[config.mk]
export PLATFORM = sky130hd
export DESIGN_NAME = rc4_stream_cipher_top
export DESIGN_NICKNAME = d
export VERILOG_FILES = /design/src/rtl/rc4_pkg.sv /design/src/rtl/rc4_seq.sv /design/src/rtl/rc4_stream_cipher_top.sv
export SDC_FILE = /design/constraint.sdc
export NUM_CORES = 2
export LEC_CHECK = 0
export CORE_MARGIN = 2
export CORE_UTILIZATION = 28
export CTS_BUF_LIST = sky130_fd_sc_hd__clkbuf_8
export DETAILED_ROUTE_END_ITERATION = 16
export DONT_BUFFER_PORTS = 1
export PLACE_DENSITY = 0.45
export SLEW_MARGIN = 40
export SYNTH_ARGS = -nofsm -noshare
export SYNTH_HDL_FRONTEND = slang
export SYNTH_HIERARCHICAL = 1
export SYNTH_SLANG_ARGS = --single-unit
[constraint.sdc]
create_clock -name clock -period 26.6 [get_ports clock]
set_clock_uncertainty 0.05 [all_clocks]
set_input_delay 5.32 -clock clock [delete_from_list [all_inputs] [get_ports clock]]
set_output_delay 5.32 -clock clock [all_outputs]
set_load 0.02 [all_outputs]
[src/rtl/rc4_pkg.sv]
`default_nettype none

package rc4_pkg;

   localparam int unsigned MAX_KEY_BYTES_DEF = 16;
   localparam int unsigned KEY_IDX_W         = 4;
   localparam int unsigned STEP_W            = 4;

   localparam logic [1:0] FUNC_REKEY = 2'd0;
   localparam logic [1:0] FUNC_CRYPT = 2'd1;
   localparam logic [1:0] FUNC_SKIP  = 2'd2;

   typedef enum logic [STEP_W-1:0] {
      STEP_IDLE,
      STEP_FILL,
      STEP_KSA_A,
      STEP_KSA_B,
      STEP_KSA_C,
      STEP_KSA_D,
      STEP_KSA_E,
      STEP_KS_B,
      STEP_KS_C,
      STEP_KS_D
   } step_type;

   typedef enum logic [2:0] {
      RD_I_NEXT,
      RD_I,
      RD_J_IN,
      RD_SUM_RD,
      RD_SUM_REG
   } rd_sel_type;

   typedef enum logic [1:0] {
      WR_NONE,
      WR_FILL,
      WR_J_SI,
      WR_I_SJ
   } wr_sel_type;

   typedef enum logic [1:0] {
      I_HOLD,
      I_INC,
      I_INC_KS,
      I_CLR
   } i_op_type;

   typedef enum logic [1:0] {
      J_HOLD,
      J_ADD,
      J_ADD_KEY,
      J_CLR
   } j_op_type;

   typedef enum logic [1:0] {
      K_HOLD,
      K_INC,
      K_CLR
   } k_op_type;

   typedef enum logic [1:0] {
      JMP_NEXT,
      JMP_ALWAYS,
      JMP_I_NOT_LAST,
      JMP_DISPATCH
   } jmp_type;

   typedef struct packed {
      logic       take;
      rd_sel_type rd_sel;
      wr_sel_type wr_sel;
      i_op_type   i_op;
      j_op_type   j_op;
      k_op_type   k_op;
      logic       ld_si;
      logic       ld_sj;
      logic       emit;
      jmp_type    jmp;
      step_type   target;
   } ctrl_type;

   typedef struct packed {
      logic       accept;
      logic [1:0] func;
      logic       i_last;
      logic       stall;
   } seq_stat_type;

   localparam ctrl_type CTRL_NOP = '{
      take:   1'b0,
      rd_sel: RD_I,
      wr_sel: WR_NONE,
      i_op:   I_HOLD,
      j_op:   J_HOLD,
      k_op:   K_HOLD,
      ld_si:  1'b0,
      ld_sj:  1'b0,
      emit:   1'b0,
      jmp:    JMP_NEXT,
      target: STEP_IDLE
   };

   // microcode store
   function automatic ctrl_type ucode(input step_type step);
      ctrl_type cw;
      cw = CTRL_NOP;
      unique case (step)
         STEP_IDLE: begin
            cw.take   = 1'b1;
            cw.rd_sel = RD_I_NEXT;
            cw.i_op   = I_INC_KS;
            cw.jmp    = JMP_DISPATCH;
         end
         STEP_FILL: begin
            cw.wr_sel = WR_FILL;
            cw.i_op   = I_INC;
            cw.j_op   = J_CLR;
            cw.k_op   = K_CLR;
            cw.jmp    = JMP_I_NOT_LAST;
            cw.target = STEP_FILL;
         end
         STEP_KSA_A: begin
            cw.rd_sel = RD_I;
         end
         STEP_KSA_B: begin
            cw.ld_si  = 1'b1;
            cw.j_op   = J_ADD_KEY;
            cw.rd_sel = RD_J_IN;
         end
         STEP_KSA_C: begin
            cw.ld_sj  = 1'b1;
            cw.wr_sel = WR_J_SI;
         end
         STEP_KSA_D: begin
            cw.wr_sel = WR_I_SJ;
            cw.i_op   = I_INC;
            cw.k_op   = K_INC;
            cw.jmp    = JMP_I_NOT_LAST;
            cw.target = STEP_KSA_A;
         end
         STEP_KSA_E: begin
            cw.i_op   = I_CLR;
            cw.j_op   = J_CLR;
            cw.k_op   = K_CLR;
            cw.jmp    = JMP_ALWAYS;
            cw.target = STEP_IDLE;
         end
         STEP_KS_B: begin
            cw.ld_si  = 1'b1;
            cw.j_op   = J_ADD;
            cw.rd_sel = RD_J_IN;
         end
         STEP_KS_C: begin
            cw.ld_sj  = 1'b1;
            cw.rd_sel = RD_SUM_RD;
            cw.wr_sel = WR_J_SI;
         end
         STEP_KS_D: begin
            cw.wr_sel = WR_I_SJ;
            cw.rd_sel = RD_SUM_REG;
            cw.emit   = 1'b1;
            cw.jmp    = JMP_ALWAYS;
            cw.target = STEP_IDLE;
         end
         default: begin
            cw.jmp    = JMP_ALWAYS;
            cw.target = STEP_IDLE;
         end
      endcase
      return cw;
   endfunction

endpackage

`default_nettype wire

[src/rtl/rc4_seq.sv]
`default_nettype none

module rc4_seq (
   input  wire logic                  clock,
   input  wire logic                  reset,
   input  wire rc4_pkg::seq_stat_type stat,
   output rc4_pkg::ctrl_type          ctrl,
   output rc4_pkg::step_type          step
);

   rc4_pkg::step_type step_ff;
   rc4_pkg::step_type step_in;

   assign step = step_ff;
   assign ctrl = rc4_pkg::ucode(step_ff);

   always_comb begin
      step_in = rc4_pkg::step_type'(step_ff + rc4_pkg::STEP_W'(1));
      if (stat.stall) begin
         step_in = step_ff;
      end else begin
         unique case (ctrl.jmp)
            rc4_pkg::JMP_NEXT: begin
               step_in = rc4_pkg::step_type'(step_ff + rc4_pkg::STEP_W'(1));
            end
            rc4_pkg::JMP_ALWAYS: begin
               step_in = ctrl.target;
            end
            rc4_pkg::JMP_I_NOT_LAST: begin
               if (!stat.i_last) begin
                  step_in = ctrl.target;
               end
            end
            rc4_pkg::JMP_DISPATCH: begin
               step_in = step_ff;
               if (stat.accept) begin
                  priority if (stat.func == rc4_pkg::FUNC_REKEY) begin
                     step_in = rc4_pkg::STEP_FILL;
                  end else if (stat.func == rc4_pkg::FUNC_CRYPT ||
                               stat.func == rc4_pkg::FUNC_SKIP) begin
                     step_in = rc4_pkg::STEP_KS_B;
                  end else begin
                     step_in = step_ff;
                  end
               end
            end
            default: begin
               step_in = rc4_pkg::STEP_IDLE;
            end
         endcase
      end
   end

   always_ff @(posedge clock) begin
      if (reset) begin
         step_ff <= rc4_pkg::STEP_IDLE;
      end else begin
         step_ff <= step_in;
      end
   end

endmodule

`default_nettype wire

[src/rtl/rc4_stream_cipher_top.sv]
// Channel   Direction  Signals
// req_      in         req_valid/req_ready, req_func, req_data_in, req_last_in
// rsp_      out        rsp_valid/rsp_ready, rsp_data_out, rsp_last_out
// csr_      in/out     APB: psel, penable, pwrite, paddr, pwdata, prdata, pready
//
// Crypt and skip each make 3 permutation reads and 2 swap writes
// through the one read and one write port of the permutation RAM.
// Rekey makes 256 identity fill writes, then one mixing step (KSA_A to KSA_D) per entry.
// The crypt result lands in the output register in step KS_D; a new
// transaction is taken while it waits, and only the next crypt waits for it.
// Reset is synchronous; the permutation holds no defined value until rekey.
`default_nettype none

module rc4_stream_cipher_top #(
   parameter int unsigned MAX_KEY_BYTES = rc4_pkg::MAX_KEY_BYTES_DEF
) (
   input  wire logic        clock,
   input  wire logic        reset,
   input  wire logic        req_valid,
   output      logic        req_ready,
   input  wire logic [1:0]  req_func,
   input  wire logic [7:0]  req_data_in,
   input  wire logic        req_last_in,
   output      logic        rsp_valid,
   input  wire logic        rsp_ready,
   output      logic [7:0]  rsp_data_out,
   output      logic        rsp_last_out,
   input  wire logic        psel,
   input  wire logic        penable,
   input  wire logic        pwrite,
   input  wire logic [4:0]  paddr,
   input  wire logic [63:0] pwdata,
   output      logic [63:0] prdata,
   output      logic        pready
);

   localparam logic [1:0] CSR_KEY_LOW    = 2'd0;
   localparam logic [1:0] CSR_KEY_HIGH   = 2'd1;
   localparam logic [1:0] CSR_KEY_LENGTH = 2'd2;
   localparam logic [4:0] MAX_LEN        = 5'(MAX_KEY_BYTES);

   rc4_pkg::ctrl_type     ctrl;
   rc4_pkg::seq_stat_type stat;
   rc4_pkg::step_type     step;

   logic [63:0] key_low_ff;
   logic [63:0] key_high_ff;
   logic [4:0]  key_length_ff;
   logic        csr_wr;

   logic [7:0] perm_mem [256];
   logic [7:0] mem_rdata_ff;
   logic [7:0] mem_raddr;
   logic [7:0] mem_waddr;
   logic [7:0] mem_wdata;
   logic       mem_we;

   logic [7:0]                    i_ff, i_in;
   logic [7:0]                    j_ff, j_in;
   logic [rc4_pkg::KEY_IDX_W-1:0] key_idx_ff, key_idx_in;
   logic [7:0]                    si_ff, sj_ff;
   logic [1:0]                    func_ff;
   logic [7:0]                    data_ff;
   logic                          last_ff;

   logic       rsp_valid_ff, rsp_valid_in;
   logic [7:0] rsp_data_ff;
   logic       rsp_last_ff;

   logic         accept;
   logic         is_ks;
   logic         stall;
   logic         rsp_load;
   logic [4:0]   len_eff;
   logic         key_wrap;
   logic [127:0] key_bytes;
   logic [7:0]   key_byte;
   logic [7:0]   sum_reg;
   logic [7:0]   ks_byte;

   // configuration
   assign pready = 1'b1;
   assign csr_wr = psel && penable && pwrite;

   always_ff @(posedge clock) begin
      if (reset) begin
         key_low_ff    <= '0;
         key_high_ff   <= '0;
         key_length_ff <= 5'd16;
      end else if (csr_wr) begin
         unique case (paddr[4:3])
            CSR_KEY_LOW:    key_low_ff    <= pwdata;
            CSR_KEY_HIGH:   key_high_ff   <= pwdata;
            CSR_KEY_LENGTH: key_length_ff <= pwdata[4:0];
            default: ;
         endcase
      end
   end

   always_comb begin
      unique case (paddr[4:3])
         CSR_KEY_LOW:    prdata = key_low_ff;
         CSR_KEY_HIGH:   prdata = key_high_ff;
         CSR_KEY_LENGTH: prdata = {59'd0, key_length_ff};
         default:        prdata = '0;
      endcase
   end

   always_comb begin
      if (key_length_ff == 5'd0) begin
         len_eff = 5'd1;
      end else if (key_length_ff > MAX_LEN) begin
         len_eff = MAX_LEN;
      end else begin
         len_eff = key_length_ff;
      end
   end

   assign key_bytes = {key_high_ff, key_low_ff};
   assign key_byte  = key_bytes[{key_idx_ff, 3'b000} +: 8];
   assign key_wrap  = ({1'b0, key_idx_ff} == (len_eff - 5'd1));

   // sequencer
   assign req_ready = ctrl.take;
   assign accept    = req_valid && ctrl.take;
   assign is_ks     = (req_func == rc4_pkg::FUNC_CRYPT) || (req_func == rc4_pkg::FUNC_SKIP);
   assign stall     = ctrl.emit && (func_ff == rc4_pkg::FUNC_CRYPT) && rsp_valid_ff && !rsp_ready;
   assign rsp_load  = ctrl.emit && (func_ff == rc4_pkg::FUNC_CRYPT) && !stall;

   assign stat.accept = accept;
   assign stat.func   = req_func;
   assign stat.i_last = (i_ff == 8'hFF);
   assign stat.stall  = stall;

   rc4_seq u_seq (
      .clock (clock),
      .reset (reset),
      .stat  (stat),
      .ctrl  (ctrl),
      .step  (step)
   );

   // datapath
   always_comb begin
      unique case (ctrl.j_op)
         rc4_pkg::J_ADD:     j_in = j_ff + mem_rdata_ff;
         rc4_pkg::J_ADD_KEY: j_in = j_ff + mem_rdata_ff + key_byte;
         rc4_pkg::J_CLR:     j_in = 8'd0;
         default:            j_in = j_ff;
      endcase
   end

   always_comb begin
      unique case (ctrl.i_op)
         rc4_pkg::I_INC:    i_in = i_ff + 8'd1;
         rc4_pkg::I_INC_KS: i_in = !accept ? i_ff : is_ks ? i_ff + 8'd1 :
                                   (req_func == rc4_pkg::FUNC_REKEY) ? 8'd0 : i_ff;
         rc4_pkg::I_CLR:    i_in = 8'd0;
         default:           i_in = i_ff;
      endcase
   end

   always_comb begin
      unique case (ctrl.k_op)
         rc4_pkg::K_INC: key_idx_in = key_wrap ? '0 : key_idx_ff + 1'b1;
         rc4_pkg::K_CLR: key_idx_in = '0;
         default:        key_idx_in = key_idx_ff;
      endcase
   end

   assign sum_reg = si_ff + sj_ff;

   always_comb begin
      unique case (ctrl.rd_sel)
         rc4_pkg::RD_I_NEXT:  mem_raddr = i_ff + 8'd1;
         rc4_pkg::RD_I:       mem_raddr = i_ff;
         rc4_pkg::RD_J_IN:    mem_raddr = j_in;
         rc4_pkg::RD_SUM_RD:  mem_raddr = si_ff + mem_rdata_ff;
         rc4_pkg::RD_SUM_REG: mem_raddr = sum_reg;
         default:             mem_raddr = i_ff;
      endcase
   end

   always_comb begin
      mem_we    = 1'b1;
      mem_waddr = i_ff;
      mem_wdata = i_ff;
      unique case (ctrl.wr_sel)
         rc4_pkg::WR_FILL: begin
            mem_waddr = i_ff;
            mem_wdata = i_ff;
         end
         rc4_pkg::WR_J_SI: begin
            mem_waddr = j_ff;
            mem_wdata = si_ff;
         end
         rc4_pkg::WR_I_SJ: begin
            mem_waddr = i_ff;
            mem_wdata = sj_ff;
         end
         default: begin
            mem_we = 1'b0;
         end
      endcase
   end

   always_ff @(posedge clock) begin
      if (mem_we) begin
         perm_mem[mem_waddr] <= mem_wdata;
      end
      mem_rdata_ff <= perm_mem[mem_raddr];
   end

   // sum read overlaps the swap, so patch in the swapped values
   always_comb begin
      priority if (sum_reg == i_ff) begin
         ks_byte = sj_ff;
      end else if (sum_reg == j_ff) begin
         ks_byte = si_ff;
      end else begin
         ks_byte = mem_rdata_ff;
      end
   end

   always_ff @(posedge clock) begin
      if (reset) begin
         i_ff       <= '0;
         j_ff       <= '0;
         key_idx_ff <= '0;
      end else begin
         i_ff       <= i_in;
         j_ff       <= j_in;
         key_idx_ff <= key_idx_in;
      end
   end

   always_ff @(posedge clock) begin
      if (ctrl.ld_si) begin
         si_ff <= mem_rdata_ff;
      end
      if (ctrl.ld_sj) begin
         sj_ff <= mem_rdata_ff;
      end
      if (accept) begin
         func_ff <= req_func;
         data_ff <= req_data_in;
         last_ff <= req_last_in;
      end
   end

   // output register
   always_comb begin
      if (rsp_load) begin
         rsp_valid_in = 1'b1;
      end else if (rsp_ready) begin
         rsp_valid_in = 1'b0;
      end else begin
         rsp_valid_in = rsp_valid_ff;
      end
   end

   always_ff @(posedge clock) begin
      if (reset) begin
         rsp_valid_ff <= 1'b0;
      end else begin
         rsp_valid_ff <= rsp_valid_in;
      end
   end

   always_ff @(posedge clock) begin
      if (rsp_load) begin
         rsp_data_ff <= data_ff ^ ks_byte;
         rsp_last_ff <= last_ff;
      end
   end

   assign rsp_valid    = rsp_valid_ff;
   assign rsp_data_out = rsp_data_ff;
   assign rsp_last_out = rsp_last_ff;

`ifndef SYNTHESIS
   a_crypt_result: assert property (@(posedge clock) disable iff (reset)
      (req_valid && req_ready && req_func == rc4_pkg::FUNC_CRYPT) |-> ##4 rsp_valid)
      else $error("crypt transaction produced no result");

   a_ksa_end: assert property (@(posedge clock) disable iff (reset)
      (step == rc4_pkg::STEP_KSA_E) |-> (i_ff == 8'd0))
      else $error("key schedule ended with nonzero i");

   a_key_idx: assert property (@(posedge clock) disable iff (reset)
      ({1'b0, key_idx_ff} < len_eff) || (step == rc4_pkg::STEP_IDLE))
      else $error("key index beyond key length");
`endif

endmodule

`default_nettype wire

==> impl_metrics.yaml <==
outcome:
  status: "complete, no violations"
logic_synthesis:
  syn_inst: 7336
  synth.avg_cell_area_sq_um: 12.8
  yosysWarnings: 6
  syn_nets: 7464
  synth_area_sq_mm: 0.0940
critical_path:
  critPathArrivalTime_ns: 6.25
  worstRegToRegCells: 20
  path_cells: "nor2b_1, nand2_1, o21ai_0"
  critPathKind: "input port to primary output"
  critical_path.slowest_cell: "nor2b_1"
  path_delay_family: "simple AND/OR/NAND/NOR gates"
  worstPathBufferInverterCount: 0
  max_stage_delay_ns: 0.44
  cp-end-kind: "primary output"
  required_ns: 21.23
  r2r_slack_ns: 18.28
  r2r-start: "key_idx_ff[0]"
  critPathMaxFanout: 69
  reg2reg_to: "mem_rdata_ff[0]"
  critPathLaunchType: "input port"
place:
  gp_congestion: 0.807
  numPlacedInstances: 11296
  port_buffers: 0
  dp_hpwl_um: 167000
run:
  maxCapViolations: 0
final_layout:
  layout_commonest_cell: "edfxtp_1"
  drive_gt1_frac: 0.110
  fin_nets: 7429
  instances_no_fill: 11996
  most-common-layout-cells: "edfxtp_1, nand2_1, nand3_1"
  area_growth_pct: 12.7
hold_path:
  min_to: "rsp_last_out"
  hold_class: "flop to flop"
  hold_depth: 0
  hp-start: "last_ff"
grt:
  track_usage: 0.165
  grt_pass1_vias: 58885
  grt_pass1_wl_um: 418000
  antenna_found_initial: 12
  grt.overflow.total: 0
  grt_max_degree: 168
sta:
  relSlewSlack: 0.382
  finalHoldViolCount: 0
  fin_crit_sh: 0.437
  max_freq_mhz: 86.1
  finalSetupViolCount: 0
  fin_tns_setup_ns: 0
  rsz0062_at_grt: "false"
  tightestPinTransition_ns: 0.918
  slew_viol_final: 0
  finalCriticalPeriod_ns: 11.62
power_and_ir_drop:
  power_density_mw_per_mm2: 126
  p_comb_frac: 0.455
  ir_drop_mv: 0.170
  switching_share: 0.438
  pwr-share-seq: 0.331
  intPower_mw: 7.52
  clkPwrFrac: 0.214
  p_leak_nw: 35.3
  switchingPower_mw: 5.85
route:
  ant_nets: 0
  wire_per_inst_um: 24.2
  drc: 0
  vias_per_cell: 5.04
  first_pass_iters: 5
  wl_um: 291000
  drt-initial-drc-count: 5621
  routed-via-count: 60460
cts:
  cts_buffers: 386
  clkSinkCount: 2250
  path_clk_slew_ns: 0.06
  clockBufferDepth: 4
  cts_resized: 0
  cts_setup_buffers: 0
  htreeDepth: 5
  clock_latency_ns: 1.01
  root_buffer: "clkbuf_8"
  cts_tree: "done"
  ctsHoldBuffers: 0
floorplan:
  core_sq_mm: 0.334
  initial_core_util: 0.282
  row_count: 212
  ioPinCount: 163
  fp.dieH_um: 583
  die_w_um: 583
  die-area_sq_mm: 0.340
[metrics by stage]
stage	area, sq um	total power [mW]	hold WS (ns)	setup WS, ns	utilization
2_1_floorplan	94000	8.64	0.350	14.49	-
3_3_place_gp	98300	10.5	0.355	14.99	0.294
3_5_place_dp	98700	10.6	0.356	15.01	0.296
4_1_cts	106000	13.5	0.374	15.01	0.316
5_1_grt	106000	14.1	0.396	14.99	0.317
6_report	106000	13.4	0.373	14.98	0.317
[metal layers]
layer,vias up,part of all wire,track usage
li1,27437,-,-
met1,30724,0.43,0.222
met2,1850,0.48,0.273
met3,449,0.059,0.0268
met4,0,0.031,0.0511
met5,-,0,0
[registers in the layout (all words and copies together) (netlist names)]
signal / count
j_ff: 8
perm_mem: 2048
key_length_ff: 5
sj_ff: 8
data_ff: 8
func_ff: 2
mem_rdata_ff: 8
key_idx_ff: 4
rsp_valid: 1
si_ff: 8
u_seq/step: 4
rsp_data_out: 8
key_high_ff: 64
i_ff: 8
last_ff: 1
rsp_last_out: 1
key_low_ff: 64
[power by group through the flow]
| stage | logic, mW | registers, mW | clock network (mW) |
|---|---|---|---|
| global placement | 5.99 | 4.51 | 0 |
| floorplan | 3.97 | 4.67 | 0 |
| CTS | 6.13 | 4.43 | 2.95 |
| global route | 6.60 | 4.43 | 3.10 |
| finish | 6.09 | 4.43 | 2.86 |
| detailed placement | 6.11 | 4.50 | 0 |
[how the worst max path moves through the flow]
| stage | from | endpoint | cells after the start |
|---|---|---|---|
| 2_1_floorplan | paddr[3] | prdata[10] | 5 |
| 3_3_place_gp | paddr[3] | prdata[3] | 3 |
| 3_5_place_dp | paddr[3] | prdata[4] | 3 |
| 4_1_cts | paddr[3] | prdata[4] | 3 |
| 5_1_grt | paddr[3] | prdata[4] | 3 |
| 6_report | paddr[3] | prdata[4] | 3 |
[layout make-up]
class | count | area (sq um)
timing repair buffer | 130 | 1470
inverter | 24 | 90.1
multi-input combinational | 4509 | 26100
sequential | 2250 | 65900
fill | 33128 | 228000
antenna | 12 | 30.0
clock buffer | 401 | 5520
tap | 4387 | 5490
clock inverter | 283 | 1340
Power figures use the tool's default switching activity.
